--- src/design/spm_pkg.sv ---
// spm_pkg: shared constants for the stream pattern masker
// register indexes, mask character and default window depth; no dependencies
`timescale 1ns / 1ps

package spm_pkg;

  localparam int MAX_PATTERN = 8;

  localparam int CFG_IDX_W  = 1;
  localparam int CFG_DATA_W = 64;
  localparam int PLEN_W     = 4;

  localparam logic [CFG_IDX_W-1:0] REG_PATTERN_BYTES = 1'd0;
  localparam logic [CFG_IDX_W-1:0] REG_PATTERN_LEN   = 1'd1;

  localparam logic [7:0] MASK_CHAR = 8'h2A;

endpackage

--- src/design/stream_pattern_masker.sv ---
// stream_pattern_masker: masks every occurrence of a byte pattern with asterisks
// depends on spm_pkg
`timescale 1ns / 1ps

// Text enters one byte per word on the s_axis channel; tlast marks the end of
// the text. Masked text leaves one byte per word on m_axis; tlast marks the
// last word caused by an input word, tuser marks the last word of the text.
// The pattern (up to MaxPattern bytes, first byte lowest) and its length are
// set through the write port while the block is idle; length zero passes the
// text through unchanged.
// A word that completes a window is compared and, when the output register is
// free, its first result is loaded into the output register in the same cycle
// as the word is taken. While a word still has compare or flush work behind
// its current result no further word is taken, so such a word holds the input
// off until its last result is loaded. A hit emits pattern-length asterisks,
// one per cycle from a star counter while the receiver is ready, and further
// words that cannot complete the window are taken during that run. An end-of-text
// word flushes the window one byte per cycle while the receiver is ready.
// Unstalled rate is one word per cycle, set by the single output register.
// Reset empties the window and the output register; the pattern registers
// clear to zero. A stalled receiver holds the output word and the block stops
// taking words as soon as a taken word would need an output slot.
module stream_pattern_masker #(
  parameter int MaxPattern = spm_pkg::MAX_PATTERN
) (
  input  logic                          clk_i,
  input  logic                          rst_ni,
  input  logic                          cfg_we_i,
  input  logic [spm_pkg::CFG_IDX_W-1:0] cfg_idx_i,
  input  logic [spm_pkg::CFG_DATA_W-1:0] cfg_data_i,
  input  logic                          s_axis_tvalid,
  output logic                          s_axis_tready,
  input  logic [7:0]                    s_axis_tdata,   // text_byte
  input  logic                          s_axis_tlast,   // end_of_text
  output logic                          m_axis_tvalid,
  input  logic                          m_axis_tready,
  output logic [7:0]                    m_axis_tdata,   // out_byte
  output logic                          m_axis_tlast,   // run_last
  output logic                          m_axis_tuser    // text_done
);
  import spm_pkg::*;

  localparam int CntW = $clog2(MaxPattern + 1);
  localparam int IdxW = (MaxPattern > 1) ? $clog2(MaxPattern) : 1;
  localparam int WinW = MaxPattern * 8;

  logic [CFG_DATA_W-1:0] pat_q;
  logic [PLEN_W-1:0]     plen_q;
  logic [CntW-1:0]       len;

  logic [WinW-1:0] win_q, win_a, win_d;
  logic [CntW-1:0] cnt_q, cnt_a, cnt_d;
  logic [CntW-1:0] star_q, star_d;
  logic            act_q, act_a, act_d;
  logic            eot_q, eot_a;
  logic            fin_q, fin_d;
  logic            seot_q, seot_d;

  logic       out_valid_q;
  logic [7:0] out_byte_q, out_byte_d;
  logic       out_last_q, out_last_d;
  logic       out_done_q, out_done_d;

  logic            in_acc, out_free, emit, hit, busy, more_n;
  logic [IdxW-1:0] idx;

  function automatic logic more(logic [CntW-1:0] cnt, logic eot, logic [CntW-1:0] plen);
    if (plen == '0) begin
      more = (cnt != '0);
    end else begin
      more = (cnt >= plen) || (eot && (cnt != '0));
    end
  endfunction

  assign len = (plen_q > PLEN_W'(MaxPattern)) ? CntW'(MaxPattern) : plen_q[CntW-1:0];

  assign busy = (act_q && more(cnt_q, eot_q, len)) ||
                ((star_q != '0) && !(({1'b0, cnt_q} + (CntW+1)'(1)) < {1'b0, len}));
  assign s_axis_tready = !busy;
  assign in_acc        = s_axis_tvalid && s_axis_tready;
  assign out_free      = !out_valid_q || m_axis_tready;

  always_comb begin
    win_a = win_q;
    cnt_a = cnt_q;
    act_a = act_q;
    eot_a = eot_q;
    idx   = '0;
    if (in_acc) begin
      idx = (cnt_q >= CntW'(MaxPattern)) ? IdxW'(MaxPattern - 1) : cnt_q[IdxW-1:0];
      for (int i = 0; i < MaxPattern; i++) begin
        if (idx == IdxW'(i)) begin
          win_a[i*8 +: 8] = s_axis_tdata;
        end
      end
      cnt_a = CntW'(idx) + CntW'(1);
      act_a = 1'b1;
      eot_a = s_axis_tlast;
    end

    hit = 1'b1;
    for (int i = 0; i < MaxPattern; i++) begin
      if ((CntW'(i) < len) && (win_a[i*8 +: 8] != pat_q[i*8 +: 8])) begin
        hit = 1'b0;
      end
    end

    win_d      = win_a;
    cnt_d      = cnt_a;
    star_d     = star_q;
    fin_d      = fin_q;
    seot_d     = seot_q;
    out_byte_d = out_byte_q;
    out_last_d = out_last_q;
    out_done_d = out_done_q;
    more_n     = 1'b0;

    emit = out_free && ((star_q != '0) || (act_a && more(cnt_a, eot_a, len)));

    if (emit) begin
      if (star_q != '0) begin
        out_byte_d = MASK_CHAR;
        star_d     = star_q - CntW'(1);
        out_last_d = (star_d == '0) && fin_q;
        out_done_d = out_last_d && seot_q;
      end else if ((len == '0) || (cnt_a < len) || !hit) begin
        out_byte_d = win_a[7:0];
        win_d      = win_a >> 8;
        cnt_d      = cnt_a - CntW'(1);
        more_n     = more(cnt_d, eot_a, len);
        out_last_d = !more_n;
        out_done_d = out_last_d && eot_a;
      end else begin
        out_byte_d = MASK_CHAR;
        win_d      = win_a >> {len, 3'b000};
        cnt_d      = cnt_a - len;
        star_d     = len - CntW'(1);
        more_n     = more(cnt_d, eot_a, len);
        fin_d      = !more_n;
        seot_d     = eot_a;
        out_last_d = (star_d == '0) && !more_n;
        out_done_d = out_last_d && eot_a;
      end
    end

    act_d = act_a && more(cnt_d, eot_a, len);
  end

  always_ff @(posedge clk_i or negedge rst_ni) begin
    if (!rst_ni) begin
      pat_q  <= '0;
      plen_q <= '0;
    end else if (cfg_we_i) begin
      unique case (cfg_idx_i)
        REG_PATTERN_BYTES: pat_q  <= cfg_data_i;
        REG_PATTERN_LEN:   plen_q <= cfg_data_i[PLEN_W-1:0];
      endcase
    end
  end

  always_ff @(posedge clk_i or negedge rst_ni) begin
    if (!rst_ni) begin
      cnt_q       <= '0;
      star_q      <= '0;
      act_q       <= 1'b0;
      eot_q       <= 1'b0;
      fin_q       <= 1'b0;
      seot_q      <= 1'b0;
      out_valid_q <= 1'b0;
    end else begin
      cnt_q  <= cnt_d;
      star_q <= star_d;
      act_q  <= act_d;
      eot_q  <= eot_a;
      fin_q  <= fin_d;
      seot_q <= seot_d;
      if (emit) begin
        out_valid_q <= 1'b1;
      end else if (m_axis_tready) begin
        out_valid_q <= 1'b0;
      end
    end
  end

  always_ff @(posedge clk_i) begin
    win_q      <= win_d;
    out_byte_q <= out_byte_d;
    out_last_q <= out_last_d;
    out_done_q <= out_done_d;
  end

  assign m_axis_tvalid = out_valid_q;
  assign m_axis_tdata  = out_byte_q;
  assign m_axis_tlast  = out_last_q;
  assign m_axis_tuser  = out_done_q;

  // end of text is always the last word of its run
  a_done_is_last: assert property (@(posedge clk_i) disable iff (!rst_ni)
    m_axis_tvalid && m_axis_tuser |-> m_axis_tlast)
    else $error("text_done without run_last");

  // window never holds more than its depth
  a_cnt_bound: assert property (@(posedge clk_i) disable iff (!rst_ni)
    cnt_q <= CntW'(MaxPattern))
    else $error("window count overflow");

  // the star counter always stays below the window depth
  a_star_bound: assert property (@(posedge clk_i) disable iff (!rst_ni)
    star_q < CntW'(MaxPattern))
    else $error("star count overflow");

  // while a hit still has loop work behind it no new word is taken
  a_star_blocks: assert property (@(posedge clk_i) disable iff (!rst_ni)
    (star_q != '0) && !fin_q |-> !s_axis_tready)
    else $error("word taken during unfinished match run");

endmodule

--- config.mk ---
export PLATFORM = sky130hd
export DESIGN_NAME = stream_pattern_masker
export DESIGN_NICKNAME = d
export VERILOG_FILES = /design/src/design/spm_pkg.sv /design/src/design/stream_pattern_masker.sv
export SDC_FILE = /design/constraint.sdc
export NUM_CORES = 1
export LEC_CHECK = 0
export BUFFER_PORTS_ARGS = -buffer_cell sky130_fd_sc_hd__buf_2
export CAP_MARGIN = 20
export CELL_PAD_IN_SITES_DETAIL_PLACEMENT = 1
export CELL_PAD_IN_SITES_GLOBAL_PLACEMENT = 2
export CORE_MARGIN = 8
export CORE_UTILIZATION = 34
export DETAILED_ROUTE_END_ITERATION = 8
export PLACE_DENSITY_LB_ADDON = 0.1
export SLEW_MARGIN = 20
export SYNTH_ARGS = -nofsm -noshare
export SYNTH_HDL_FRONTEND = slang
export SYNTH_SLANG_ARGS = --single-unit
--- constraint.sdc ---
create_clock -name clk_i -period 6.9 [get_ports clk_i]
set_input_delay 1.38 -clock clk_i [delete_from_list [all_inputs] [get_ports clk_i]]
set_output_delay 1.38 -clock clk_i [all_outputs]
set_load 0.005 [all_outputs]
Word level (Yosys, flattened, before mapping)
Index checks and enable logic that the tools add are counted.
{"block": "classes", "order_cmp": 17, "shift": 1, "n_reduce_logical": 56, "n_addsub": 6, "mux": 47, "n_eq_ne": 16, "bitwise_logic": 3}
{"op": "$mux 64", "count": 4}
{"op": "$mux 8", "count": 8}
{"op": "$ne 8x8->1", "count": 8}
{"op": "$shr 64x7->64", "count": 1}
{"op": "$mux 4", "count": 7}
{"op": "$mux 1", "count": 27}
{"op": "$logic_and 1x1->1", "count": 24}
{"op": "$reduce_bool 4->1", "count": 6}
{"op": "$ge 4x4->1", "count": 5}
{"op": "$lt 3x4->1 const A", "count": 4}
{"op": "$eq 3x3->1 const B", "count": 4}
{"op": "$logic_not 4->1", "count": 3}
{"op": "$sub 4x1->4 const B", "count": 3}
{"op": "$logic_or 1x1->1", "count": 10}
{"op": "$lt 1x4->1 const A", "count": 2}
{"op": "$lt 2x4->1 const A", "count": 2}
{"op": "$eq 3x2->1 const B", "count": 2}
{"op": "$logic_not 1->1", "count": 6}
{"op": "$reduce_and 2->1", "count": 3}
{"op": "$add 4x1->5 const B", "count": 1}
{"op": "$lt 5x4->1", "count": 1}
{"op": "$add 3x1->4 const B", "count": 1}
{"op": "$ge 4x4->1 const B", "count": 1}
{"op": "$gt 4x4->1 const B", "count": 1}
{"op": "other kinds (10)", "count": 12}
{"block": "word_totals", "regBits": 155, "input_bits": 79, "wordCells": 159, "out_inout_bits": 12}

Logic depth before layout (Yosys ltp)
Gate-level depths: netlist (run 1).
{"block": "depth", "ltp_word": 30, "ltp_mapped": 31, "depth_no_buf": 26}

Worst setup path after synthesis (run 1)
No wires, ideal clock.
{"block": "synth_path", "kind": "reg2reg", "from": "register plen_q[3]", "to": "register act_q", "period_less_slack_ns": 6.677, "arrival_ns": 6.545, "setup_slack_ns": 0.223, "path_buffers": 3, "path_stages_with_launch": 29, "setup_time_ns": 0.131, "required_ns": 6.769, "path_cell_list": "dfrtp_1 > buf_2 > nor2b_1 > buf_1 > clkbuf_1 > ha_1 > nand2b_1 > a2111oi_4 > o21ai_4 > nor3_1 > mux2i_1 > ha_1 > fa_1 > nor2b_1 > o21ai_0 > nand2b_1 > o2111ai_1 > a221oi_1 > inv_2 > or4_1 > nand3_1 > ha_1 > nand2b_1 > a21o_1 > a21o_1 > a21oi_1 > nor2_1 > a31oi_1 > a31oi_1"}
{"block": "synth_between", "elab_chain_cells": 30, "elab_cells_between_ends": 72, "cone_classes": "add/sub: 2; order compare: 14; eq/ne: 8; mux: 19; reduce/logical: 29"}
{"element": "from (decl)", "line": "stream_pattern_masker.sv:48", "rtl": "logic [PLEN_W-1:0] plen_q;"}
{"element": "from (signal assigned)", "line": "stream_pattern_masker.sv:156", "rtl": "REG_PATTERN_LEN: plen_q <= cfg_data_i[PLEN_W-1:0];"}
{"element": "$gt 4x4->1", "line": "stream_pattern_masker.sv:75", "rtl": "assign len = (plen_q > PLEN_W'(MaxPattern)) ? CntW'(MaxPattern) : plen_q[CntW-1:0];"}
{"element": "$mux 4 (*)", "line": "stream_pattern_masker.sv:75"}
{"element": "branches (longest 27 deep; another with $ge 4x4->1)"}
{"element": "$logic_and 1x1->1 (*)", "line": "stream_pattern_masker.sv:146", "rtl": "act_d = act_a && more(cnt_d, eot_a, len);"}
{"element": "named net act_d", "line": "stream_pattern_masker.sv:54", "rtl": "logic act_q, act_a, act_d;"}
{"element": "to (signal assigned)", "line": "stream_pattern_masker.sv:173", "rtl": "act_q <= act_d;"}
{"element": "to (decl)", "line": "stream_pattern_masker.sv:54"}
Mark *: on every way through the listed nets, which the timed path passes.
A chain may end at the register's enable or synchronous reset.

Final worst setup path (run 1)
Ends and elaborated chain as after synthesis.

==> summary.md, run 1 <==
| Metric | Value |
|---|---|
| Status | `completed` |
| Vias in the first global route | `about 10000` |
| Hold buffers post-CTS | `0` |
| GPL Wtd Cong | `~0.87` |
| CORE AREA | `about 0.032 sq mm` |
| Leading area contributor after synthesis | `dfrtp_1` |
| N_diodes | `0` |
| Post-synth EDFFs | `10` |
| Top FF cell, synth | `dfrtp_1` |
| FF+latch count, synth | `between 150 and 200` |
| Die height | `just under 200 um` |
| Internal power | `2.99 mW` |
| Max Clock Skew | `0.0140 ns` |
| Met3 Use GR | `0.0469` |
| Final Hold Fails | `0` |
| Largest net degree at the start of global routing | `77` |
| GR Layer Usage met2 | `0.360` |
| WP data required | `7.23 ns` |
| Yosys cell types | `81` |
| H-tree levels | `4` |
| Met1 Use GR | `0.312` |
| Clock Latency Late Sink | `0.45 ns` |
| YS warnings | `0` |
| CTS buffer count | `17` |
| Total Power | `5.60 mW` |
| Number of port buffers | `90` |
| Post-layout minimum cycle time | `6.42 ns` |
| Relative slew slack | `0.372` |
| DP HPWL | `34000 um` |
| First-pass DRT Iterations | `5` |
| Adder-Cell Fraction of Synth Area | `0.0458` |
| Sw Share | `0.466` |
| Main combinational cell family by area after synthesis | `multiplexers` |
| Multiplexer area fraction after synthesis | `0.178` |
| DRC viols | `0` |
| Synth top area cells | `dfrtp_1 18%, dfxtp_1 12%, mux2i_1 10%` |
| Min-Delay Path Class | `reg -> reg` |
| Gr ovfl total | `0` |
| Setup TNS | `0 ns` |
| Final Max Slew Viols | `0` |
| Syn_nets | `~1400` |
| Crit share post-route | `0.931` |
| TritonCTS clock tree | `done` |
| VDD IR-drop max | `approximately 0.00022 V` |
| DRT iter0 DRCs | `624` |
| Post-synth top cells | `116 x mux2i_1, 113 x nand2_1, 97 x nor2_1` |
| Leakage power total | `a little over 5 nW` |
| Crit Path Max Fanout | `15` |
| Top-count cell post-synth | `mux2i_1` |
| XOR/XNOR Fraction of Synth Area | `0.0869` |
| Final wirelength | `44800 um` |
| DIE AREA | `0.0386 sq mm` |
| Final core occ | `0.394` |
| Final setup fails | `0` |
| Final-stage net count | `1427` |
| Pwr dens | `~440 mW/mm^2` |
| Max Cap Viol | `0` |
| Rows | `66` |
| Worst slew pin tran | `0.939 ns` |
| Post-Synthesis Cell Area | `about 0.011 sq mm` |
| Sw Pwr | `between 2 and 3 mW` |
| Critical path class | `reg -> reg` |
| Share of the synthesized area in the top cell type | `0.183` |
| Max Freq | `0.156 GHz` |
| Worst Setup End Kind | `flip-flop` |
| CTS sink count | `155` |
| Tot GR Track Use | `0.233` |
| GRT busiest layer | `met2` |
| FF+latch area | `between 0.003 and 0.004 sq mm` |
| Clock power frac | `0.173` |
| Power share of the combinational group | `0.561` |
| Initial Utilization | `0.343` |
| RSZ-0062 raised after global routing | `no` |
| Seq pwr share | `0.266` |
| Die extent in x | `197 um` |
| Post-DRT Antenna Nets | `0` |
| Synth Area in Compound Gates | `0.177` |
| Worst hold margin | `0.526 ns` |
| CTS max path bufs | `2` |
| Multi-input gate area | `0.00702 sq mm` |
| Vias per cell | `between 5 and 6` |
| Syn Inst Count | `1239` |
| Clock root cell | `clkbuf_16` |
| Clock Pin Slew Worst Setup and Hold Paths | `0.07 ns` |
| I/O pins | `just over 90` |
| Syn avg cell area | `between 8 and 9 sq um` |
| Crit path arrival time | `between 6 and 7 ns` |
| Share of layout cells above drive strength 1 | `0.201` |
| Initial antenna violation count | `0` |
| CP startpoint kind | `flip-flop` |
| Wire length per cell | `25.4 um` |
| Post-Synth Simple-Gate Area | `0.141` |
| Setup bufs post-CTS | `0` |
| First-pass GRT wire length | `67600 um` |
| Area growth, synth to finish | `14.9%` |
| Detailed-route via count | `9884` |
| FFs w/ async S/R, synth | `0.523` |
| FILL cells | `around 3800` |
| Post-synthesis sequential area ratio | `0.326` |
[power groups by stage]
stage                     Clock [mW]  Sequential, mW  Combinational [mW]
after CTS                      0.999            1.49                3.11
after global routing            1.03            1.53                3.45
after detailed placement           0            1.51                3.10
after global placement             0            1.50                3.07
after floorplan                    0            1.41                2.10
final                          0.968            1.49                3.15
[per-layer routing]
layer	up-vias	wire length, um
li1	4612	-
met1	4943	20900
met2	250	20000
met3	79	2130
met4	0	1740
met5	-	0
[critical path: stages (launching register included)]
cell      delay, ns
dfrtp_1        0.43
inv_1          0.09
nand2_1        0.33
buf_4          0.35
ha_1           0.28
nand2b_1       0.07
a21oi_1        0.07
o21a_1         0.21
buf_4          0.19
nor4_4         0.76
mux2i_1        0.28
nand4_1        0.37
nand4b_1       0.39
o31a_1         0.55
or4_1          0.53
nand3_1        0.17
ha_1           0.25
nand2b_1       0.14
a21o_1         0.18
a21o_1         0.17
a21oi_1        0.15
nor2_1         0.06
a31oi_1        0.16
a31oi_1        0.10
[kinds of logic after synthesis]
kind of cell | Yosys count
AND/OR/NAND/NOR | 333
AO/OA/AOI/OAI | 282
multiplexers | 187
flip-flops | 155
buffers and inverters | 132
XOR/XNOR | 110
adder cells (fa/ha/maj) | 40
[state kept, by name, summed over array words and instances (netlist names)]
name,cells
act_q,1
cnt_q,4
eot_q,1
fin_q,1
m_axis_tdata,8
m_axis_tlast,1
m_axis_tuser,1
m_axis_tvalid,1
pat_q,64
plen_q,4
seot_q,1
star_q,4
win_q,64
[layout by cell type (no fill, tap or decap), types with 39 or more instances in the layout]
cell type and n:
mux2i_1 115, nand2_1 113, nor2_1 97, buf_2 89
dfrtp_1 81, xnor2_1 70, mux2_2 69, a21oi_1 67
dfxtp_1 64, buf_4 47, o21ai_0 41, inv_1 41
xor2_1 40, ha_1 39
[metrics by stage]
stage	std cells	instance area, sq um	setup slack (ns)
after floorplan	1239	11100	0.223
after global placement	1731	12100	0.528
after detailed placement	1731	12100	0.435
after CTS	1763	12700	0.392
after global routing	1763	12700	0.0852
final	1763	12700	0.475
[cell type report]
cell class / count / area share
Multi-Input combinational cell: 952 / 0.551
Sequential cell: 155 / 0.283
Timing Repair Buffer: 136 / 0.0627
Tap cell: 442 / 0.0434
Clock buffer: 24 / 0.0396
Inverter: 46 / 0.0136
Clock inverter: 8 / 0.00619
[path summary, 6_finish.rpt]
| check | start | endpoint | slack [ns] | cells after the start |
|---|---|---|---|---|
| max in group asynchronous | rst_ni | pat_q[27]$_DFFE_PN0P_ | 4.96 | 2 |
| hold / removal | seot_q$_DFFE_PN0P_ | seot_q$_DFFE_PN0P_ | 0.53 | 2 |
| setup reg to reg | plen_q[3]$_DFFE_PN0P_ | act_q$_DFF_PN0_ | 0.48 | 23 |
| min in group asynchronous | rst_ni | cnt_q[0]$_DFF_PN0_ | 0.92 | 1 |
| hold reg to reg | seot_q$_DFFE_PN0P_ | seot_q$_DFFE_PN0P_ | 0.53 | 2 |
| setup / recovery | plen_q[3]$_DFFE_PN0P_ | act_q$_DFF_PN0_ | 0.48 | 23 |
[timing repair]
| item | in CTS | in global routing |
|---|---|---|
| gates resized for setup | 0 | 2 |
| endpoints found under the hold margin | 0 | 0 |
| endpoints found under the setup margin | 0 | 1 |
No activity file was read; power rests on OpenSTA's default activity.
==> inputs of run 2 (changes only) <==
--- a/config.mk
+++ b/config.mk
@@ -13,6 +13,7 @@
 export CORE_UTILIZATION = 34
 export DETAILED_ROUTE_END_ITERATION = 8
 export PLACE_DENSITY_LB_ADDON = 0.1
+export REMOVE_ABC_BUFFERS = 1
 export SLEW_MARGIN = 20
 export SYNTH_ARGS = -nofsm -noshare
 export SYNTH_HDL_FRONTEND = slang
==> summary.md, run 2 (synthesis gave the netlist of run 1 again) <==
| Metric | Value |
|---|---|
| Post-DRT Antenna Nets | `0` |
| I/O pins | `91` |
| Max Freq | `0.156 GHz` |
| Number of port buffers | `90` |
| R2R Path End | `act_q$_DFF_PN0_` |
| Vias in the first global route | `10200` |
| Commonest non-fill, non-tap cells in the layout | `115 x mux2i_1, 112 x nand2_1, 97 x nor2_1` |
| Clock Latency Late Sink | `0.46 ns` |
| Crit path arrival time | `6.72 ns` |
| Hold Path Depth | `2` |
| FF-to-FF setup slack | `approximately 0.51 ns` |
| DRT iter0 DRCs | `around 570` |
| Largest net degree at the start of global routing | `76` |
| Share of layout cells above drive strength 1 | `0.202` |
| Initial antenna violation count | `0` |
| Rows | `between 60 and 70` |
| RSZ-0062 raised after global routing | `no` |
| Leakage power total | `5.20 nW` |
| CP startpoint kind | `flip-flop` |
| Final wirelength | `43300 um` |
| Hold buffers post-CTS | `0` |
| Crit share post-route | `0.927` |
| Die extent in x | `197 um` |
| Detailed-route via count | `~9800` |
| CTS max path bufs | `2` |
| Delay-heaviest family, CP | `compound AO/OA/AOI/OAI gates` |
| Vias per cell | `5.54` |
| Max incr delay on CP | `0.54 ns` |
| Clock Pin Slew Worst Setup and Hold Paths | `0.07 ns` |
| Crit Path Max Fanout | `12` |
| CTS sink count | `155` |
| Total Power | `between 5 and 6 mW` |
| Critical R2R Launch | `plen_q[3]$_DFFE_PN0P_` |
| Final setup fails | `0` |
| DIE AREA | `between 0.03 and 0.04 sq mm` |
| Initial Utilization | `0.343` |
| DP HPWL | `33200 um` |
| Area growth, synth to finish | `15.4%` |
| First-pass GRT wire length | `66000 um` |
| R2R depth | `26` |
| Tot GR Track Use | `0.226` |
| Status | `completed` |
| CORE AREA | `0.0323 sq mm` |
| H-tree levels | `4` |
| Worst slew pin tran | `0.934 ns` |
| Min-Delay Path Class | `reg -> reg` |
| FILL cells | `3763` |
| Max Cap Viol | `0` |
| Final-stage net count | `1428` |
| CTS resizes | `0` |
| Hold path startpoint | `seot_q$_DFFE_PN0P_` |
| Post-layout minimum cycle time | `6.39 ns` |
| Hold endpoint | `seot_q$_DFFE_PN0P_` |
| DRC viols | `0` |
| WP buf/inv | `3` |
| Die height | `197 um` |
| Wire length per cell | `24.6 um` |
| TritonCTS clock tree | `done` |
| GPL Wtd Cong | `0.884` |
| Gr ovfl total | `0` |
| Commonest non-fill, non-tap cell in the layout | `mux2i_1` |
| VDD IR-drop max | `0.000220 V` |
| Worst hold margin | `0.513 ns` |
| CTS buffer count | `17` |
| Setup bufs post-CTS | `0` |
| Final Max Slew Viols | `0` |
| Max Clock Skew | `0.0155 ns` |
| Final Hold Fails | `0` |
| Relative slew slack | `0.377` |
| Most common cell on crit path | `ha_1` |
| Critical path class | `reg -> reg` |
| Pwr dens | `roughly 440 mW/mm^2` |
| Worst Setup End Kind | `flip-flop` |
| Clock root cell | `clkbuf_16` |
| N_diodes | `0` |
| WP data required | `7.23 ns` |
| First-pass DRT Iterations | `4` |
| CP max stage cell | `or4_1` |
run 2: cell count changes in the layout (fill, tap and decap cells not counted), sizes merged:
cell,change
clkbuf,-1
clkinvlp,+1
inv,-4
clkinv,+2
bufinv,+3
run 2: worst max-delay path by stage:
stage / depth (start not counted) / startpoint / end / slack (ns)
global placement: 26 / plen_q[3]$_DFFE_PN0P_ / act_q$_DFF_PN0_ / 0.47
finish: 26 / plen_q[3]$_DFFE_PN0P_ / act_q$_DFF_PN0_ / 0.51
CTS: 26 / plen_q[3]$_DFFE_PN0P_ / act_q$_DFF_PN0_ / 0.28
detailed placement: 26 / plen_q[3]$_DFFE_PN0P_ / act_q$_DFF_PN0_ / 0.31
floorplan: 26 / plen_q[3]$_DFFE_PN0P_ / act_q$_DFF_PN0_ / -3.98
global route: 24 / plen_q[3]$_DFFE_PN0P_ / act_q$_DFF_PN0_ / 0.09
run 2: worst register-to-register path: cells and delay by family, from the launching register on:
kind / cells / cell delay (ns)
AOI/OAI and AO/OA: 10 / 1.86
and+or+nand+nor: 8 / 1.67
DFF: 1 / 0.40
adders and majority gates: 4 / 1.44
buffers and inverters: 3 / 0.73
muxes: 1 / 0.19
run 2: power breakdown:
part / total, mW / switching (mW) / internal, mW
clock: 1.05 / 0.413 / 0.637
sequential: 1.49 / 0.276 / 1.21
combinational: 3.07 / 1.85 / 1.22
run 2: per-stage QoR:
step                      setup WS, ns  instances   util  instance area (sq um)  TNS, ns
after floorplan                  -3.98       1153      -                  10700  -307.40
after global placement           0.470       1732  0.376                  12100        0
after detailed placement         0.310       1732  0.376                  12100        0
after CTS                        0.284       1764  0.396                  12800        0
after global routing            0.0910       1764  0.396                  12800        0
final                            0.506       1764  0.396                  12800        0
run 2: final cells by class:
| type | count | area, sq um | share of cell area |
|---|---|---|---|
| well taps | 442 | 553 | 0.0432 |
| flip-flops and latches | 155 | 3610 | 0.282 |
| multi-input cells | 952 | 7010 | 0.548 |
| clock buffers | 22 | 475 | 0.0372 |
| repair buffers | 137 | 812 | 0.0635 |
| clock inverters | 10 | 163 | 0.0127 |
| inverters | 46 | 173 | 0.0135 |
run 2: routing by layer:
layer	part of all wire	up-vias	track usage
met4	0.031	0	0.0820
met3	0.041	59	0.0445
li1	-	4618	-
met2	0.44	211	0.346
met5	0	-	0
met1	0.49	4889	0.313
